[src/sgr_pkg.sv]
// Shared types, constants and codes of the scaled glyph row renderer.
// No dependencies; all files but sgr_ram and sgr_checker use its scoped names.
package sgr_pkg;

    // Scale limits applied when a scale register is written
    localparam int MAX_WIDTH  = 8;
    localparam int MAX_HEIGHT = 8;
    // Default font store depth in bytes
    localparam int FONT_DEPTH = 4096;

    localparam logic [7:0] NEWLINE_SYM = 8'd10;

    // Configuration register indexes
    localparam logic [2:0] REG_LARGE_FONT    = 3'd0;
    localparam logic [2:0] REG_WIDTH_SCALE   = 3'd1;
    localparam logic [2:0] REG_HEIGHT_SCALE  = 3'd2;
    localparam logic [2:0] REG_SLANT_MODE    = 3'd3;
    localparam logic [2:0] REG_INVERT_PIXELS = 3'd4;
    localparam logic [2:0] REG_FORE_SYMBOL   = 3'd5;
    localparam logic [2:0] REG_BACK_SYMBOL   = 3'd6;

    // Input item kinds
    localparam logic KIND_FONT_WRITE = 1'b0;
    localparam logic KIND_RENDER     = 1'b1;

    // Slant codes
    localparam logic [1:0] SLANT_UPRIGHT = 2'd0;
    localparam logic [1:0] SLANT_CURSIVE = 2'd1;
    localparam logic [1:0] SLANT_BACK    = 2'd2;

    typedef struct packed {
        logic       large_font;
        logic [3:0] width_scale;
        logic [3:0] height_scale;
        logic [1:0] slant_mode;
        logic       invert_pixels;
        logic [7:0] fore_symbol;
        logic [7:0] back_symbol;
    } cfg_t;

    // One classified render job, handed from front to back
    typedef struct packed {
        logic [7:0] glyph;
        logic [7:0] char_code;
        logic [6:0] lead_cnt;
        logic [6:0] trail_cnt;
        logic       first_in_row;
        logic       last_in_row;
    } entry_t;

    typedef enum logic [1:0] {
        F_IDLE,
        F_DIV,
        F_READ,
        F_PUSH
    } front_state_t;

    typedef enum logic [2:0] {
        PH_IDLE,
        PH_LEAD,
        PH_PIX,
        PH_TRAIL,
        PH_NL
    } back_state_t;

endpackage

[src/sgr_queue.sv]
// Two-entry job queue between front and back end.
// Uses sgr_pkg for the job type.
module sgr_queue (
    input  logic            aclk,
    input  logic            aresetn,
    input  logic            in_valid,
    output logic            in_ready,
    input  sgr_pkg::entry_t in_data,
    output logic            out_valid,
    input  logic            out_ready,
    output sgr_pkg::entry_t out_data
);

    sgr_pkg::entry_t slot_reg [2];
    logic       wr_ptr_reg, wr_ptr_next;
    logic       rd_ptr_reg, rd_ptr_next;
    logic [1:0] count_reg, count_next;
    logic       push;
    logic       pop;

    assign in_ready  = (count_reg != 2'd2);
    assign out_valid = (count_reg != 2'd0);
    assign out_data  = slot_reg[rd_ptr_reg];
    assign push      = in_valid && in_ready;
    assign pop       = out_valid && out_ready;

    always_comb begin
        wr_ptr_next = push ? ~wr_ptr_reg : wr_ptr_reg;
        rd_ptr_next = pop ? ~rd_ptr_reg : rd_ptr_reg;
        count_next  = count_reg + {1'b0, push} - {1'b0, pop};
    end

    always_ff @(posedge aclk) begin
        if (!aresetn) begin
            wr_ptr_reg <= 1'b0;
            rd_ptr_reg <= 1'b0;
            count_reg  <= 2'd0;
        end else begin
            wr_ptr_reg <= wr_ptr_next;
            rd_ptr_reg <= rd_ptr_next;
            count_reg  <= count_next;
        end
    end

    always_ff @(posedge aclk) begin
        if (push) begin
            slot_reg[wr_ptr_reg] <= in_data;
        end
    end

endmodule

[config.mk]
export PLATFORM = sky130hd
export DESIGN_NAME = sgr_queue
export DESIGN_NICKNAME = d
export VERILOG_FILES = /design/src/sgr_pkg.sv /design/src/sgr_queue.sv
export SDC_FILE = /design/constraint.sdc
export NUM_CORES = 1
export LEC_CHECK = 0
export ABC_CLOCK_PERIOD_IN_PS = 2370
export BUFFER_PORTS_ARGS = -buffer_cell sky130_fd_sc_hd__buf_2
export CORE_MARGIN = 3
export CORE_UTILIZATION = 35
export CTS_CLUSTER_DIAMETER = 100
export DETAILED_ROUTE_END_ITERATION = 10
export GPL_ROUTABILITY_DRIVEN = 0
export MAX_ROUTING_LAYER = met4
export SKIP_CTS_REPAIR_TIMING = 1
export SLEW_MARGIN = 20
export SYNTH_ARGS = -nofsm -noshare
export SYNTH_HDL_FRONTEND = slang
export SYNTH_SLANG_ARGS = --single-unit
[constraint.sdc]
create_clock -name aclk -period 2.37 [get_ports aclk]
set_input_delay 0.3555 -clock aclk [delete_from_list [all_inputs] [get_ports aclk]]
set_output_delay 0.3555 -clock aclk [all_outputs]
set_load 0.05 [all_outputs]
==> results by group <==
Yosys
  • Number of library cell types mapped by synthesis: 18
  • Post-synth ARST share: 0
  • Synth Instances: 124
  • Flops & latches, synth: 69
  • Post-synth net total: around 160
  • Yosys warns: 0
  • Syn Std Cell Area: 0.00270 mm²
  • Post-synth top flop: edfxtp_1
  • Syn_area_per_cell: 21.8 µm²
  • Sequential share of the synthesized area: 0.748
  • Number of synthesized flops with an enable pin: 64

Timing
  • Tcrit/Tclk final: 0.788
  • Unrepaired setup endpoints after global routing: no
  • Slew margin rel.: 0.695
  • TNS Setup: 0 ps
  • Slew Limit Fails: 0
  • Worst Hold Slack: 211 ps
  • Minimum clock period: 1870 ps
  • Fin. Hold Viols: 0
  • Fmax: 536 MHz
  • Worst-Margin Slew: 458 ps
  • Final setup violating endpoints: 0
  • Setup Skew: 4.96 ps

Power and ir drop
  • Total power: 3.97 mW
  • Clock Power Share: 0.221
  • Combinational power share: 0.379
  • PwrDens: around 1200 mW/mm²
  • Pint: 2.51 mW
  • Sw Ratio: 0.368
  • Seq pwr share: 0.401
  • Leak: 1.31 nW
  • Net Sw Power: 1.46 mW
  • VDD IR max: 0.000562 V

Final layout
  • Layout Nets: around 240
  • Antenna cells: 0
  • Share of layout cells above drive strength 1: 0.582
  • Area of the multi-input gates: 612 µm²
  • Area grow syn2layout: 23.0%
  • Reg area: 0.00202 mm²
  • Non-Filler Instances: approximately 310
  • Fillers: 704
  • Final core occ: 0.451
  • Max reg flops: 64

Critical path
  • Worst Setup End Kind: output port
  • Startpoint types: register
  • WP buf/inv: 2
  • Crit-path cells: buf_12 -> mux2_2 -> buf_2
  • Slowest-stage cell, CP: mux2_2
  • Crit-path leading delay family: buffers and inverters
  • Crit path kind: reg2out
  • Worst path required time: 2010 ps
  • CP peak stage delay: 360 ps
  • Crit-path max FO: 32
  • Crit path DAT: 1510 ps

Floorplanning
  • DIE AREA: 0.00881 mm²
  • Die W: ~94 µm
  • Die Y: approximately 94 µm
  • Core ar.: 0.00737 mm²
  • Boundary pin count: 70
  • Cell row count: 31
  • Initial core utilization: 0.367

Routing
  • ANT nets after route: 0
  • DRC viols: 0
  • Initial drt markers: 37
  • Drt pass-1 iters: 4
  • Via/cell ratio: 4.32
  • Post-Route WL: 4.46 mm
  • Via count: 1325
  • WL per Instance: about 15 µm

Clocking
  • Worst-Skew Late Latency: 330 ps
  • Clock sink total: 69
  • Clock Path Buffers: 2
  • Worst-path clk slew: 70 ps
  • Num CTS Buffers: 9
  • Htree depth: 3
  • Root Buffer: clkbuf_8
  • CTS tree: done

Global route
  • Global route overflow: 0
  • GRT Overall Usage: 0.113
  • First-pass GRT wire length: 6.94 mm
  • Largest net degree at the start of global routing: 33
  • Vias in the first global route: 1372
  • Initial antenna violation count: 0

Outcome
  • Status: completed

Min path
  • Worst min path class: in2reg

Placed design
  • Post-placement cell count: 291
  • Count of input and output buffers: 69
  • DP HPWL: 2.87 mm

Run
  • Max-capacitance violation count: 0
[area by class of cell]
cell class / count / share of cell area
Clock buffer: 9 / 0.0373
Sequential cell: 69 / 0.609
Inverter: 1 / 0.00113
Tap cell: 99 / 0.0373
Timing Repair Buffer: 72 / 0.114
Clock inverter: 7 / 0.0169
Multi-Input combinational cell: 50 / 0.184
[worst paths after layout]
path | start | end | slack (ps) | depth (start not counted)
min | in_data[0] | slot_reg[0][0] | 210 | 1
max | register | out_data[0] | 500 | 3
min reg2reg | wr_ptr_reg | wr_ptr_reg | 520 | 2
max reg2reg | count_reg[0] | count_reg[1] | 700 | 8
[placed cells by master, fill, tap and decap left out, types with 2 or more instances in the layout]
| master | count |
|---|---|
| nand2_1 | 2 |
| mux2_2 | 2 |
| clkinv_1 | 3 |
| mux2_4 | 30 |
| buf_4 | 2 |
| buf_2 | 69 |
| ha_1 | 2 |
| dfxtp_1 | 4 |
| edfxtp_1 | 64 |
| clkinv_2 | 3 |
| nor2b_1 | 2 |
| xnor2_1 | 3 |
| clkbuf_8 | 9 |
| and2_1 | 2 |
| nand2b_1 | 2 |
[synthesized netlist by cell type, types with 2 or more instances]
cell type	number	area (µm²)
and2_1	2	12.5
buf_12	3	60.1
dfxtp_1	5	100
edfxtp_1	64	1920
ha_1	2	25.0
mux2_2	2	22.5
mux2_4	30	450
nand2_1	2	7.51
nand2b_1	2	12.5
nor2b_1	2	12.5
xnor2_1	3	26.3
[through the flow]
step	setup slack, ps	instance area (µm²)
floorplan	84.7	2700
global placement	759	3140
detailed placement	698	3140
CTS	475	3320
global route	419	3320
finish	503	3320
[power by group through the flow]
stage	combinational (mW)	sequential (mW)	clock, mW
6_report	1.50	1.59	0.876
3_3_place_gp	1.52	1.61	0
5_1_grt	1.59	1.61	0.955
3_5_place_dp	1.53	1.62	0
2_1_floorplan	1.30	1.60	0
4_1_cts	1.53	1.59	0.910
[layer usage]
layer	track usage	vias to the layer above	routed length, µm
li1	-	630	-
met1	0.124	653	1820
met2	0.178	34	2360
met3	0.0385	8	181
met4	0.0650	0	96
met5	-	-	0
[cells by family after synthesis]
family / count (synthesis) / share of synthesized area
muxes: 33 / 0.179
and+or+nand+nor: 11 / 0.0227
AOI/OAI and AO/OA: 1 / 0.00324
DFF: 69 / 0.748
adders and majority gates: 2 / 0.00926
buffers and inverters: 5 / 0.0278
xor gates and xnor gates: 3 / 0.00973
Note: power is estimated with default switching activity, not from simulation.
