File: src/sgr_pkg.sv
// Shared types, constants and codes of the scaled glyph row renderer.
// No dependencies; all files but sgr_ram and sgr_checker use its scoped names.
package sgr_pkg;

    // Scale limits applied when a scale register is written
    localparam int MAX_WIDTH  = 8;
    localparam int MAX_HEIGHT = 8;
    // Default font store depth in bytes
    localparam int FONT_DEPTH = 4096;

    localparam logic [7:0] NEWLINE_SYM = 8'd10;

    // Configuration register indexes
    localparam logic [2:0] REG_LARGE_FONT    = 3'd0;
    localparam logic [2:0] REG_WIDTH_SCALE   = 3'd1;
    localparam logic [2:0] REG_HEIGHT_SCALE  = 3'd2;
    localparam logic [2:0] REG_SLANT_MODE    = 3'd3;
    localparam logic [2:0] REG_INVERT_PIXELS = 3'd4;
    localparam logic [2:0] REG_FORE_SYMBOL   = 3'd5;
    localparam logic [2:0] REG_BACK_SYMBOL   = 3'd6;

    // Input item kinds
    localparam logic KIND_FONT_WRITE = 1'b0;
    localparam logic KIND_RENDER     = 1'b1;

    // Slant codes
    localparam logic [1:0] SLANT_UPRIGHT = 2'd0;
    localparam logic [1:0] SLANT_CURSIVE = 2'd1;
    localparam logic [1:0] SLANT_BACK    = 2'd2;

    typedef struct packed {
        logic       large_font;
        logic [3:0] width_scale;
        logic [3:0] height_scale;
        logic [1:0] slant_mode;
        logic       invert_pixels;
        logic [7:0] fore_symbol;
        logic [7:0] back_symbol;
    } cfg_t;

    // One classified render job, handed from front to back
    typedef struct packed {
        logic [7:0] glyph;
        logic [7:0] char_code;
        logic [6:0] lead_cnt;
        logic [6:0] trail_cnt;
        logic       first_in_row;
        logic       last_in_row;
    } entry_t;

    typedef enum logic [1:0] {
        F_IDLE,
        F_DIV,
        F_READ,
        F_PUSH
    } front_state_t;

    typedef enum logic [2:0] {
        PH_IDLE,
        PH_LEAD,
        PH_PIX,
        PH_TRAIL,
        PH_NL
    } back_state_t;

endpackage

File: src/sgr_back.sv
// Back end: sequences one job into padding, pixel and newline runs and holds
// each run in the output register. Uses sgr_pkg.
module sgr_back (
    input  logic            aclk,
    input  logic            aresetn,
    input  sgr_pkg::cfg_t   cfg,
    input  logic            job_valid,
    output logic            job_ready,
    input  sgr_pkg::entry_t job_data,
    output logic            m_valid,
    input  logic            m_ready,
    output logic [7:0]      m_symbol,
    output logic [6:0]      m_repeat_count,
    output logic            m_last
);

    sgr_pkg::back_state_t ph_reg, ph_next, ph_after;
    sgr_pkg::entry_t      cur_reg, cur_next;
    logic [2:0] pix_reg, pix_next;
    logic [7:0] glyph_reg, glyph_next;
    logic       m_valid_reg, m_valid_next;
    logic [7:0] m_symbol_reg, m_symbol_next;
    logic [6:0] m_count_reg, m_count_next;
    logic       m_last_reg, m_last_next;

    logic       slanted;
    logic       active;
    logic       pop;
    logic [7:0] pad_sym;
    logic [7:0] set_sym;
    logic [7:0] res_sym;
    logic [6:0] res_cnt;
    logic       res_last;

    assign slanted = (cfg.slant_mode == sgr_pkg::SLANT_CURSIVE) ||
                     (cfg.slant_mode == sgr_pkg::SLANT_BACK);
    assign pad_sym = cfg.invert_pixels ? cfg.fore_symbol : cfg.back_symbol;
    assign set_sym = (cfg.fore_symbol != 8'd0) ? cfg.fore_symbol : cur_reg.char_code;
    assign active  = (ph_reg != sgr_pkg::PH_IDLE) && (!m_valid_reg || m_ready);

    always_comb begin
        res_sym  = cfg.back_symbol;
        res_cnt  = {3'b000, cfg.width_scale};
        res_last = 1'b0;
        ph_after = sgr_pkg::PH_IDLE;
        unique case (ph_reg)
            sgr_pkg::PH_IDLE: begin
                ph_after = sgr_pkg::PH_IDLE;
            end
            sgr_pkg::PH_LEAD: begin
                res_sym  = pad_sym;
                res_cnt  = cur_reg.lead_cnt;
                ph_after = sgr_pkg::PH_PIX;
            end
            sgr_pkg::PH_PIX: begin
                res_sym = (glyph_reg[7] ^ cfg.invert_pixels) ? set_sym : cfg.back_symbol;
                if (pix_reg == 3'd7) begin
                    res_last = !cur_reg.last_in_row;
                    if (!cur_reg.last_in_row) begin
                        ph_after = sgr_pkg::PH_IDLE;
                    end else if (slanted) begin
                        ph_after = sgr_pkg::PH_TRAIL;
                    end else begin
                        ph_after = sgr_pkg::PH_NL;
                    end
                end else begin
                    ph_after = sgr_pkg::PH_PIX;
                end
            end
            sgr_pkg::PH_TRAIL: begin
                res_sym  = pad_sym;
                res_cnt  = cur_reg.trail_cnt;
                ph_after = sgr_pkg::PH_NL;
            end
            sgr_pkg::PH_NL: begin
                res_sym  = sgr_pkg::NEWLINE_SYM;
                res_cnt  = 7'd1;
                res_last = 1'b1;
                ph_after = sgr_pkg::PH_IDLE;
            end
            default: begin
                ph_after = sgr_pkg::PH_IDLE;
            end
        endcase
    end

    // Take the next job when idle or in the cycle the current one finishes
    assign pop = job_valid &&
                 ((ph_reg == sgr_pkg::PH_IDLE) || (active && ph_after == sgr_pkg::PH_IDLE));
    assign job_ready = pop;

    always_comb begin
        ph_next       = ph_reg;
        pix_next      = pix_reg;
        glyph_next    = glyph_reg;
        cur_next      = cur_reg;
        m_symbol_next = m_symbol_reg;
        m_count_next  = m_count_reg;
        m_last_next   = m_last_reg;
        m_valid_next  = m_ready ? 1'b0 : m_valid_reg;
        if (active) begin
            ph_next       = ph_after;
            m_valid_next  = 1'b1;
            m_symbol_next = res_sym;
            m_count_next  = res_cnt;
            m_last_next   = res_last;
            if (ph_reg == sgr_pkg::PH_PIX) begin
                pix_next   = pix_reg + 3'd1;
                glyph_next = {glyph_reg[6:0], 1'b0};
            end
        end
        if (pop) begin
            cur_next   = job_data;
            glyph_next = job_data.glyph;
            pix_next   = 3'd0;
            ph_next    = (job_data.first_in_row && slanted) ? sgr_pkg::PH_LEAD
                                                            : sgr_pkg::PH_PIX;
        end
    end

    always_ff @(posedge aclk) begin
        if (!aresetn) begin
            ph_reg      <= sgr_pkg::PH_IDLE;
            m_valid_reg <= 1'b0;
        end else begin
            ph_reg      <= ph_next;
            m_valid_reg <= m_valid_next;
        end
    end

    always_ff @(posedge aclk) begin
        pix_reg      <= pix_next;
        glyph_reg    <= glyph_next;
        cur_reg      <= cur_next;
        m_symbol_reg <= m_symbol_next;
        m_count_reg  <= m_count_next;
        m_last_reg   <= m_last_next;
    end

    assign m_valid        = m_valid_reg;
    assign m_symbol       = m_symbol_reg;
    assign m_repeat_count = m_count_reg;
    assign m_last         = m_last_reg;

endmodule

File: config.mk
export PLATFORM = sky130hd
export DESIGN_NAME = sgr_back
export DESIGN_NICKNAME = d
export VERILOG_FILES = /design/src/sgr_pkg.sv /design/src/sgr_back.sv
export SDC_FILE = /design/constraint.sdc
export NUM_CORES = 1
export LEC_CHECK = 0
export BUFFER_PORTS_ARGS = -buffer_cell sky130_fd_sc_hd__buf_4
export CAP_MARGIN = 25
export CORE_UTILIZATION = 54
export CTS_BUF_LIST = sky130_fd_sc_hd__clkbuf_4 sky130_fd_sc_hd__clkbuf_8 sky130_fd_sc_hd__clkbuf_16
export DETAILED_ROUTE_END_ITERATION = 10
export PLACE_DENSITY = 0.91
export SYNTH_ARGS = -nofsm -noshare
export SYNTH_HDL_FRONTEND = slang
export SYNTH_SLANG_ARGS = --single-unit
File: constraint.sdc
create_clock -name aclk -period 3.35 [get_ports aclk]
set_input_delay 0.335 -clock aclk [delete_from_list [all_inputs] [get_ports aclk]]
set_output_delay 0.335 -clock aclk [all_outputs]
set_load 0.03 [all_outputs]
==> impl_metrics.env, run 1 <==
export IMPL_status="finished clean"
export IMPL_largest_register_ffs=23
export IMPL_max_freq_ghz=0.351
export IMPL_cap_viol_max_count=0
export IMPL_grt_pass1_wl_um=7790
export IMPL_clk_path_buf_depth=2
export IMPL_p_clk_share_pct=20.6
export IMPL_synth_edff_count=47
export IMPL_track_usage_pct=20.4
export IMPL_synthToLayoutAreaGrowth_pct=28.9
export IMPL_ff2ff_setup_slack_ps=770
export IMPL_gp_congestion=0.777
export IMPL_routed_via_density=5.67
export IMPL_floorplan_core_area_um2=4380
export IMPL_dr_pass1_iters=4
export IMPL_clock_latency_ps=300
export IMPL_cp_max_fo=15
export IMPL_yosys_warnings=0
export IMPL_syn_area_per_cell_um2=13.4
export IMPL_drv_slew=0
export IMPL_synthCells=185
export IMPL_critPathCaptureType="output pin"
export IMPL_post_route_min_period_ps=2850
export IMPL_seq_power_share_pct=52.8
export IMPL_final_setup_tns_ps=0
export IMPL_slowest_stage="dfxtp_1"
export IMPL_antenna_cells=0
export IMPL_crit_type="register to output pin"
export IMPL_hold_path_class="input pin to register"
export IMPL_cp_cell_sequence="buf_4 > nand4b_1 > or2_2 > a32oi_4 > inv_1 > buf_4"
export IMPL_synth_common_cells="47 x edfxtp_1, 13 x nand2_1, 9 x mux2i_1, 9 x nor2_1"
export IMPL_switching_share_pct=28.7
export IMPL_p_int_mw=1.27
export IMPL_setup_viol=0
export IMPL_grt_max_degree=25
export IMPL_drt_total_wl_um=4790
export IMPL_syn_area_um2=2470
export IMPL_ys_ff_latch=54
export IMPL_portBuffers=76
export IMPL_die_w_um=69.7
export IMPL_crit_buf_inv=3
export IMPL_post_drt_wl_per_cell_um=15.1
export IMPL_cts_tree="done"
export IMPL_fp_dieH_um=69.7
export IMPL_crit_family="buffers and inverters"
export IMPL_drive_above_1_share_pct=37.7
export IMPL_io_pins=82
export IMPL_finalCritPeriodShare_pct=85.1
export IMPL_yosysTopAreaCellShare_pct=57.0
export IMPL_synth_cell_types=45
export IMPL_synth_top_cell_by_area="edfxtp_1"
export IMPL_clk_pin_slew_ps=90
export IMPL_cts_htree_levels=2
export IMPL_clock_sinks=54
export IMPL_cts_buffers=5
export IMPL_hold_ws_ps=205
export IMPL_cts_root_buf="clkbuf_8"
export IMPL_initial_core_util_pct=56.4
export IMPL_num_vias=1797
export IMPL_skew_ps=5.42
export IMPL_hold_viol=0
export IMPL_power_leakage_nw=1.26
export IMPL_grt_pass1_vias=1700
export IMPL_combPwrFrac_pct=26.5
export IMPL_cellPowerDensity_nw_per_um2=559
export IMPL_slowest_delay_ps=620
export IMPL_p_sw_uw=511
export IMPL_ctsHoldBuffers=0
export IMPL_die_area_um2=4860
export IMPL_dpl_hpwl_um=3480
export IMPL_fin_nets=330
export IMPL_ys_top_cells_by_area="edfxtp_1 57%, dfxtp_1 5.7%, mux2i_1 3.6%"
export IMPL_drt_initial_drc_count=97
export IMPL_antenna_found_initial=0
export IMPL_grt_overflow=0
export IMPL_ys_flop_type="edfxtp_1"
export IMPL_rows=24
export IMPL_worstPathArrival_ps=2520
export IMPL_rsz0062_at_grt="false"
export IMPL_max_slew_margin_rel_pct=48.5
export IMPL_finalCoreUtilization_pct=72.7
export IMPL_crit_top_cell="buf_4"
export IMPL_synth_most_common_cell="edfxtp_1"
export IMPL_async_flop_share_pct=0
export IMPL_p_total_mw=1.78
export IMPL_crit_required_ps=3010
export IMPL_syn_num_nets=251
export IMPL_critPathLaunchType="register"
export IMPL_tightest_slew_ps=772
export IMPL_postRouteAntennaNets=0
export IMPL_vdd_drop_max_mv=0.270
export IMPL_fill_cells=293
export IMPL_route_detailed_drc=0
export IMPL_yosysSeqAreaShare_pct=62.7
export IMPL_cts_setup_buffers=0
export IMPL_post_cts_resized=0
[placed cells by master, fill, tap and decap left out, types with 3 or more instances in the layout]
cell / n
mux2i_1: 9
clkbuf_8: 5
a21o_1: 3
clkbuf_4: 3
buf_4: 79
mux2_2: 5
nand2_1: 13
nand3_1: 4
o21ai_0: 6
a31oi_1: 7
dfxtp_1: 7
a21oi_1: 7
edfxtp_1: 47
nor2_1: 9
a211oi_1: 3
nand2b_1: 5
o2bb2ai_1: 6
a221oi_1: 3
inv_1: 7
nor2b_1: 5
[worst paths after layout]
path | startpoint | endpoint | cells past startpoint
setup / recovery | ph_reg[1]$_SDFFE_PN0P_ | job_ready | 6
hold reg to reg | pix_reg[1]$_SDFFE_PN0P_ | pix_reg[1]$_SDFFE_PN0P_ | 2
setup reg to reg | ph_reg[1]$_SDFFE_PN0P_ | glyph_reg[3]$_DFFE_PP_ | 5
hold / removal | job_data[18] | cur_reg[18]$_DFFE_PN_ | 1
[routing by layer]
| layer | track usage [%] | vias to the layer above | part of all wire (%) |
|---|---|---|---|
| met5 | 0 | - | 0 |
| met3 | 4.22 | 9 | 5.1 |
| met2 | 34.1 | 61 | 51 |
| met1 | 26.5 | 853 | 42 |
| met4 | 7.33 | 0 | 1.5 |
| li1 | - | 874 | - |
[cells by family after synthesis]
| logic type | synth area share [%] |
|---|---|
| DFF | 62.7 |
| and+or+nand+nor | 11.1 |
| AOI/OAI and AO/OA | 14.6 |
| muxes | 7.13 |
| buffers and inverters | 2.48 |
| xor gates and xnor gates | 1.06 |
| adders and majority gates | 1.01 |
[power groups by stage]
| stage | clock, mW | combinational (mW) | sequential (mW) |
|---|---|---|---|
| 6_report | 0.368 | 0.473 | 0.942 |
| 5_1_grt | 0.398 | 0.512 | 0.953 |
| 4_1_cts | 0.374 | 0.477 | 0.941 |
| 3_5_place_dp | 0 | 0.475 | 0.956 |
| 3_3_place_gp | 0 | 0.460 | 0.952 |
| 2_1_floorplan | 0 | 0.246 | 1.01 |
[cell type report]
type                            instances  area, um^2  share of cell area, %
Clock buffer                            8        91.3                   2.86
Inverter                                7        26.3                  0.824
Multi-Input combinational cell        117         862                   27.0
Sequential cell                        54        1550                   48.6
Tap cell                               52        65.1                   2.04
Timing Repair Buffer                   79         593                   18.6
[through the flow]
step           std cells  worst slack, ps  instance area (um^2)
2_1_floorplan        185              916                  2470
3_3_place_gp         309              818                  3100
3_5_place_dp         309              764                  3100
4_1_cts              317              462                  3190
5_1_grt              317              285                  3190
6_report             317              498                  3190
Power figures use the tool's default switching activity.
==> run 2: changes to the inputs <==
--- a/config.mk
+++ b/config.mk
@@ -5,12 +5,13 @@
 export SDC_FILE = /design/constraint.sdc
 export NUM_CORES = 1
 export LEC_CHECK = 0
+export ABC_AREA = 1
 export BUFFER_PORTS_ARGS = -buffer_cell sky130_fd_sc_hd__buf_4
 export CAP_MARGIN = 25
-export CORE_UTILIZATION = 54
+export CORE_UTILIZATION = 50
 export CTS_BUF_LIST = sky130_fd_sc_hd__clkbuf_4 sky130_fd_sc_hd__clkbuf_8 sky130_fd_sc_hd__clkbuf_16
 export DETAILED_ROUTE_END_ITERATION = 10
-export PLACE_DENSITY = 0.91
+export PLACE_DENSITY = 0.85
 export SYNTH_ARGS = -nofsm -noshare
 export SYNTH_HDL_FRONTEND = slang
 export SYNTH_SLANG_ARGS = --single-unit
==> constraint.sdc (replaced) <==
create_clock -name aclk -period 2.7 [get_ports aclk]
set_input_delay 0.27 -clock aclk [delete_from_list [all_inputs] [get_ports aclk]]
set_output_delay 0.27 -clock aclk [all_outputs]
set_load 0.03 [all_outputs]
==> impl_metrics.env, run 2 <==
export IMPL_status="finished clean"
export IMPL_drt_initial_drc_count=140
export IMPL_hold_ws_ps=131
export IMPL_yosys_area_share_simple_pct=21.2
export IMPL_hold_viol=0
export IMPL_hold_path_class="input pin to register"
export IMPL_ys_flop_type="edfxtp_1"
export IMPL_track_usage_pct=20.6
export IMPL_critPathCaptureType="output pin"
export IMPL_p_sw_mw=1.51
export IMPL_power_leakage_nw=1.42
export IMPL_rsz0062_at_grt="false"
export IMPL_ys_ff_latch=54
export IMPL_placed_area_um2=3110
export IMPL_rows=25
export IMPL_cts_tree="done"
export IMPL_grt_max_degree=18
export IMPL_cts_root_buf="clkbuf_8"
export IMPL_dpl_hpwl_um=3840
export IMPL_drv_slew=0
export IMPL_synth_top_family_by_area="simple AND/OR/NAND/NOR gates"
export IMPL_synth_top_cell_by_area="edfxtp_1"
export IMPL_cts_buffers=5
export IMPL_crit_type="register to output pin"
export IMPL_synthAdderAreaFrac_pct=1.01
export IMPL_cellPowerDensity_nw_per_um2=1150
export IMPL_vdd_drop_max_mv=0.544
export IMPL_r2r_start="ph_reg[0]$_SDFFE_PN0P_"
export IMPL_fill_cells=382
export IMPL_grt_pass1_vias=1886
export IMPL_antenna_found_initial=0
export IMPL_clk_path_buf_depth=2
export IMPL_syn_num_nets=310
export IMPL_cts_htree_levels=2
export IMPL_syn_area_um2=2470
export IMPL_num_vias=1990
export IMPL_largest_register_ffs=23
export IMPL_cap_viol_max_count=0
export IMPL_hold_start="job_data[6]"
export IMPL_synth_most_common_cell="nand2_1"
export IMPL_switching_share_pct=41.2
export IMPL_final_setup_tns_ps=0
export IMPL_fin_nets=392
export IMPL_clock_latency_ps=310
export IMPL_grt_overflow=0
export IMPL_die_area_um2=5230
export IMPL_max_slew_margin_rel_pct=45.2
export IMPL_crit_start="ph_reg[0]$_SDFFE_PN0P_"
export IMPL_yosysSeqAreaShare_pct=62.8
export IMPL_portBuffers=76
export IMPL_synthToLayoutAreaGrowth_pct=29.2
export IMPL_setup_viol=0
export IMPL_tightest_slew_ps=816
export IMPL_dr_pass1_iters=5
export IMPL_yosysTopAreaCellShare_pct=57.1
export IMPL_cp_max_fo=17
export IMPL_routed_via_density=5.06
export IMPL_synth_cell_types=26
export IMPL_p_clk_share_pct=11.9
export IMPL_finalCoreUtilization_pct=67.2
export IMPL_grt_pass1_wl_um=8160
export IMPL_async_flop_share_pct=0
export IMPL_ys_top_cells_by_area="edfxtp_1 57%, nand2_1 12%, dfxtp_1 5.7%"
export IMPL_crit_required_ps=2430
export IMPL_final_cells=393
export IMPL_floorplan_core_area_um2=4750
export IMPL_yosys_warnings=0
export IMPL_worstPathArrival_ps=2190
export IMPL_die_w_um=72.3
export IMPL_postRouteAntennaNets=0
export IMPL_synth_edff_count=47
export IMPL_clk_pin_slew_ps=90
export IMPL_yosys_mux_area_fraction_pct=0
export IMPL_drive_above_1_share_pct=30.7
export IMPL_seqCellArea_um2=1550
export IMPL_final_cell_mix="78 x nand2_1, 78 x buf_4, 47 x edfxtp_1"
export IMPL_drt_total_wl_um=5090
export IMPL_route_detailed_drc=0
export IMPL_synth_common_cells="78 x nand2_1, 47 x edfxtp_1, 28 x inv_1"
export IMPL_synth_compound_area_share_pct=8.61
export IMPL_synthCells=244
export IMPL_io_pins=82
export IMPL_seq_power_share_pct=42.6
export IMPL_finalCritPeriodShare_pct=91.1
export IMPL_syn_area_per_cell_um2=10.1
export IMPL_max_freq_ghz=0.406
export IMPL_clock_sinks=54
export IMPL_fp_dieH_um=72.3
export IMPL_gp_congestion=0.855
export IMPL_multiInputGateArea_um2=769
export IMPL_dpl_cell_count=386
export IMPL_p_int_mw=2.16
export IMPL_finalInstanceArea_um2=3190
export IMPL_skew_ps=12.1
export IMPL_initial_core_util_pct=52.0
export IMPL_combPwrFrac_pct=45.5
export IMPL_critPathLaunchType="register"
export IMPL_post_route_min_period_ps=2460
export IMPL_post_drt_wl_per_cell_um=13.0
export IMPL_synthXorXnorAreaFrac_pct=0.354
export IMPL_antenna_cells=0
[run 2: cell types whose count changed after synthesis, sizes merged, moves of 6 or more]
cell     change
mux2         -7
nand2       +67
nor2b        -7
nand3       +17
o2bb2ai      -6
inv         +24
a31oi        -7
mux2i        -9
[run 2: worst max-delay path: stages, from the launching register on]
cell and delay [ps]:
dfxtp_1 530, nor2_1 110, nand2_1 140, nand3_1 100, nor2_2 150, nand3_1 100
nand2_1 110, nand2_2 190, inv_4 250, buf_4 200
[run 2: timing repair]
| action | 4_1_cts | 5_1_grt |
|---|---|---|
| buffers inserted | 0 | 0 |
| setup endpoints to repair | 0 | 1 |
| hold buffers | 0 | 0 |
| gates resized for setup | 0 | 2 |
[run 2: per-stage QoR]
stage	worst slack (ps)	total power, mW
6_report	239	3.68
5_1_grt	44.9	3.93
4_1_cts	114	3.68
3_5_place_dp	350	3.26
3_3_place_gp	490	3.18
2_1_floorplan	895	2.75
[run 2: routing by layer]
metal / global-route usage [%] / share of wire, % / vias to the layer above
met5: 0 / 0 / -
met2: 32.9 / 48 / 93
met3: 5.69 / 8.0 / 11
li1: - / - / 997
met1: 26.4 / 41 / 889
met4: 9.15 / 2.3 / 0
[run 2: path summary, 6_finish.rpt]
check,end,slack (ps),cells after the start
worst min-delay path,cur_reg[6]$_DFFE_PN_,130,1
worst max-delay path,job_ready,240,9
worst max register to register,cur_reg[16]$_DFFE_PN_,470,9
worst min register to register,pix_reg[1]$_SDFFE_PN0P_,480,2
[run 2: power groups by stage]
stage,combinational (mW),clock (mW),sequential [mW]
final,1.67,0.439,1.57
after global placement,1.61,0,1.57
after global routing,1.85,0.477,1.60
after detailed placement,1.67,0,1.59
after CTS,1.67,0.443,1.57
after floorplan,0.926,0,1.83
[run 2: area by class of cell]
cell class                      instances  area share, %
Multi-Input combinational cell        156           24.1
Tap cell                               67           2.63
Timing Repair Buffer                   78           18.3
Sequential cell                        54           48.6
Inverter                               31           3.72
Clock inverter                          1          0.235
Clock buffer                            6           2.39
[run 2: cells by family (layout without fill, tap and decap cells)]
group | count (synthesis) | after routing
AO/OA/AOI/OAI | 31 | 31
XOR/XNOR | 1 | 1
adder cells (fa/ha/maj) | 2 | 2
buffers and inverters | 34 | 116
flip-flops | 54 | 54
AND/OR/NAND/NOR | 122 | 122
==> run 3: changes to the inputs <==
--- a/config.mk
+++ b/config.mk
@@ -8,7 +8,9 @@
 export ABC_AREA = 1
 export BUFFER_PORTS_ARGS = -buffer_cell sky130_fd_sc_hd__buf_4
 export CAP_MARGIN = 25
-export CORE_UTILIZATION = 50
+export CELL_PAD_IN_SITES_DETAIL_PLACEMENT = 0
+export CELL_PAD_IN_SITES_GLOBAL_PLACEMENT = 2
+export CORE_UTILIZATION = 30
 export CTS_BUF_LIST = sky130_fd_sc_hd__clkbuf_4 sky130_fd_sc_hd__clkbuf_8 sky130_fd_sc_hd__clkbuf_16
 export DETAILED_ROUTE_END_ITERATION = 10
 export PLACE_DENSITY = 0.85
==> impl_metrics.env, run 3 (synthesis gave the netlist of run 2 again) <==
export IMPL_status="finished clean"
export IMPL_use_met2_pct=20.2
export IMPL_crit_required_ps=2430
export IMPL_final_setup_tns_ps=0
export IMPL_power_leakage_nw=1.43
export IMPL_rows=32
export IMPL_reg2reg_depth=9
export IMPL_cap_viol_max_count=0
export IMPL_track_usage_pct=12.8
export IMPL_io_pins=82
export IMPL_fp_dieH_um=92.8
export IMPL_busiest_layer="met2"
export IMPL_fin_nets=393
export IMPL_dpl_hpwl_um=4010
export IMPL_grt_overflow=0
export IMPL_route_detailed_drc=0
export IMPL_post_route_min_period_ps=2460
export IMPL_die_area_um2=8600
export IMPL_finalCritPeriodShare_pct=91.0
export IMPL_holdPathStages=1
export IMPL_largest_register_ffs=23
export IMPL_dpl_cell_count=422
export IMPL_hold_end="cur_reg[21]$_DFFE_PN_"
export IMPL_post_drt_wl_per_cell_um=12.2
export IMPL_die_w_um=92.8
export IMPL_grt_pass1_wl_um=8540
export IMPL_cp_max_fo=17
export IMPL_grt_max_degree=19
export IMPL_clock_latency_ps=300
export IMPL_drt_total_wl_um=5250
export IMPL_setup_viol=0
export IMPL_portBuffers=76
export IMPL_skew_ps=10.2
export IMPL_r2r_end="cur_reg[23]$_DFFE_PN_"
export IMPL_cts_setup_buffers=0
export IMPL_drive_above_1_share_pct=31.1
export IMPL_cts_htree_levels=2
export IMPL_clk_pin_slew_ps=100
export IMPL_clk_path_buf_depth=2
export IMPL_cellPowerDensity_nw_per_um2=1150
export IMPL_synthToLayoutAreaGrowth_pct=32.3
export IMPL_initial_core_util_pct=31.5
export IMPL_hold_start="job_data[21]"
export IMPL_dp_slack_ps=452
export IMPL_final_cell_mix="78 x nand2_1, 78 x buf_4, 47 x edfxtp_1"
export IMPL_cts_root_buf="clkbuf_8"
export IMPL_hold_path_class="input pin to register"
export IMPL_drt_initial_drc_count=83
export IMPL_cts_buffers=5
export IMPL_grt_pass1_vias=1852
export IMPL_max_slew_margin_rel_pct=49.6
export IMPL_cts_tree="done"
export IMPL_num_vias=1927
export IMPL_rsz0062_at_grt="false"
export IMPL_vdd_drop_max_mv=0.428
export IMPL_gp_congestion=0.781
export IMPL_postRouteAntennaNets=0
export IMPL_tightest_slew_ps=750
export IMPL_use_met1_pct=17.6
export IMPL_final_cells=430
export IMPL_crit_type="register to output pin"
export IMPL_critPathLaunchType="register"
export IMPL_hold_viol=0
export IMPL_floorplan_core_area_um2=7850
export IMPL_critPathCaptureType="output pin"
export IMPL_clock_sinks=54
export IMPL_drv_slew=0
export IMPL_r2r_start="ph_reg[0]$_SDFFE_PN0P_"
export IMPL_met3_usage_pct=2.71
export IMPL_antenna_cells=0
export IMPL_max_freq_ghz=0.407
export IMPL_ff2ff_setup_slack_ps=550
export IMPL_antenna_found_initial=0
export IMPL_worstPathArrival_ps=2190
export IMPL_routed_via_density=4.48
export IMPL_timing_final_ws_setup_ps=242
export IMPL_dr_pass1_iters=4
export IMPL_ctsHoldBuffers=0
==> run 3: cell types whose count changed in the layout (fill, tap and decap cells not counted) <==
| cell | delta |
|---|---|
| clkbuf_4 | -1 |
| buf_12 | +1 |
| clkbuf_8 | +1 |
| clkinv_2 | +1 |
==> run 3: layout make-up <==
cell class / count / area, um^2
fill: 793 / 4580
sequential: 54 / 1550
multi-input combinational: 156 / 769
timing repair buffer: 79 / 606
tap: 102 / 128
inverter: 31 / 119
clock buffer: 6 / 82.6
clock inverter: 2 / 12.5
==> run 3: report_power, final <==
part	total [mW]	switching [mW]	internal [mW]	leakage [nW]
combinational	1.72	1.14	0.573	0.872
clock	0.466	0.260	0.207	0.0472
sequential	1.56	0.128	1.44	0.512
==> run 3: metrics by stage <==
step                      hold WS [ps]  total power, mW  util [%]  area (um^2)
after floorplan                    368             2.75         -         2470
after global placement             449             3.29      40.4         3170
after detailed placement           450             3.31      40.4         3170
after CTS                          123             3.78      41.6         3270
after global routing               117             4.03      41.6         3270
final                              134             3.75      41.6         3270
==> run 3: repair_timing <==
action,in CTS,in global routing
hold endpoints to repair,0,0
gates resized for setup,0,2
setup endpoints to repair,0,1
==> run 3: layer usage <==
layer  wire [um]  vias to the layer above
met5           0                        -
met3         312                        5
li1            -                      996
met2        2480                       68
met1        2420                      858
met4          46                        0
==> run 3: worst max-delay path, stage by stage (launching register included) <==
cell and delay (ps):
dfxtp_1 540, nor2_1 110, nand2_1 140, nand3_1 100, nor2_2 130, nand3_1 80, nand2_1 100, nand2_2 190
inv_4 270, buf_4 210
==> run 3: how the worst max path moves through the flow <==
stage / from / end
6_report: ph_reg[0]$_SDFFE_PN0P_ / job_ready
5_1_grt: ph_reg[0]$_SDFFE_PN0P_ / job_ready
3_3_place_gp: ph_reg[0]$_SDFFE_PN0P_ / cur_reg[16]$_DFFE_PN_
4_1_cts: ph_reg[0]$_SDFFE_PN0P_ / job_ready
2_1_floorplan: pix_reg[0]$_SDFFE_PN0P_ / glyph_reg[0]$_SDFFCE_PP0P_
3_5_place_dp: ph_reg[0]$_SDFFE_PN0P_ / cur_reg[20]$_DFFE_PN_
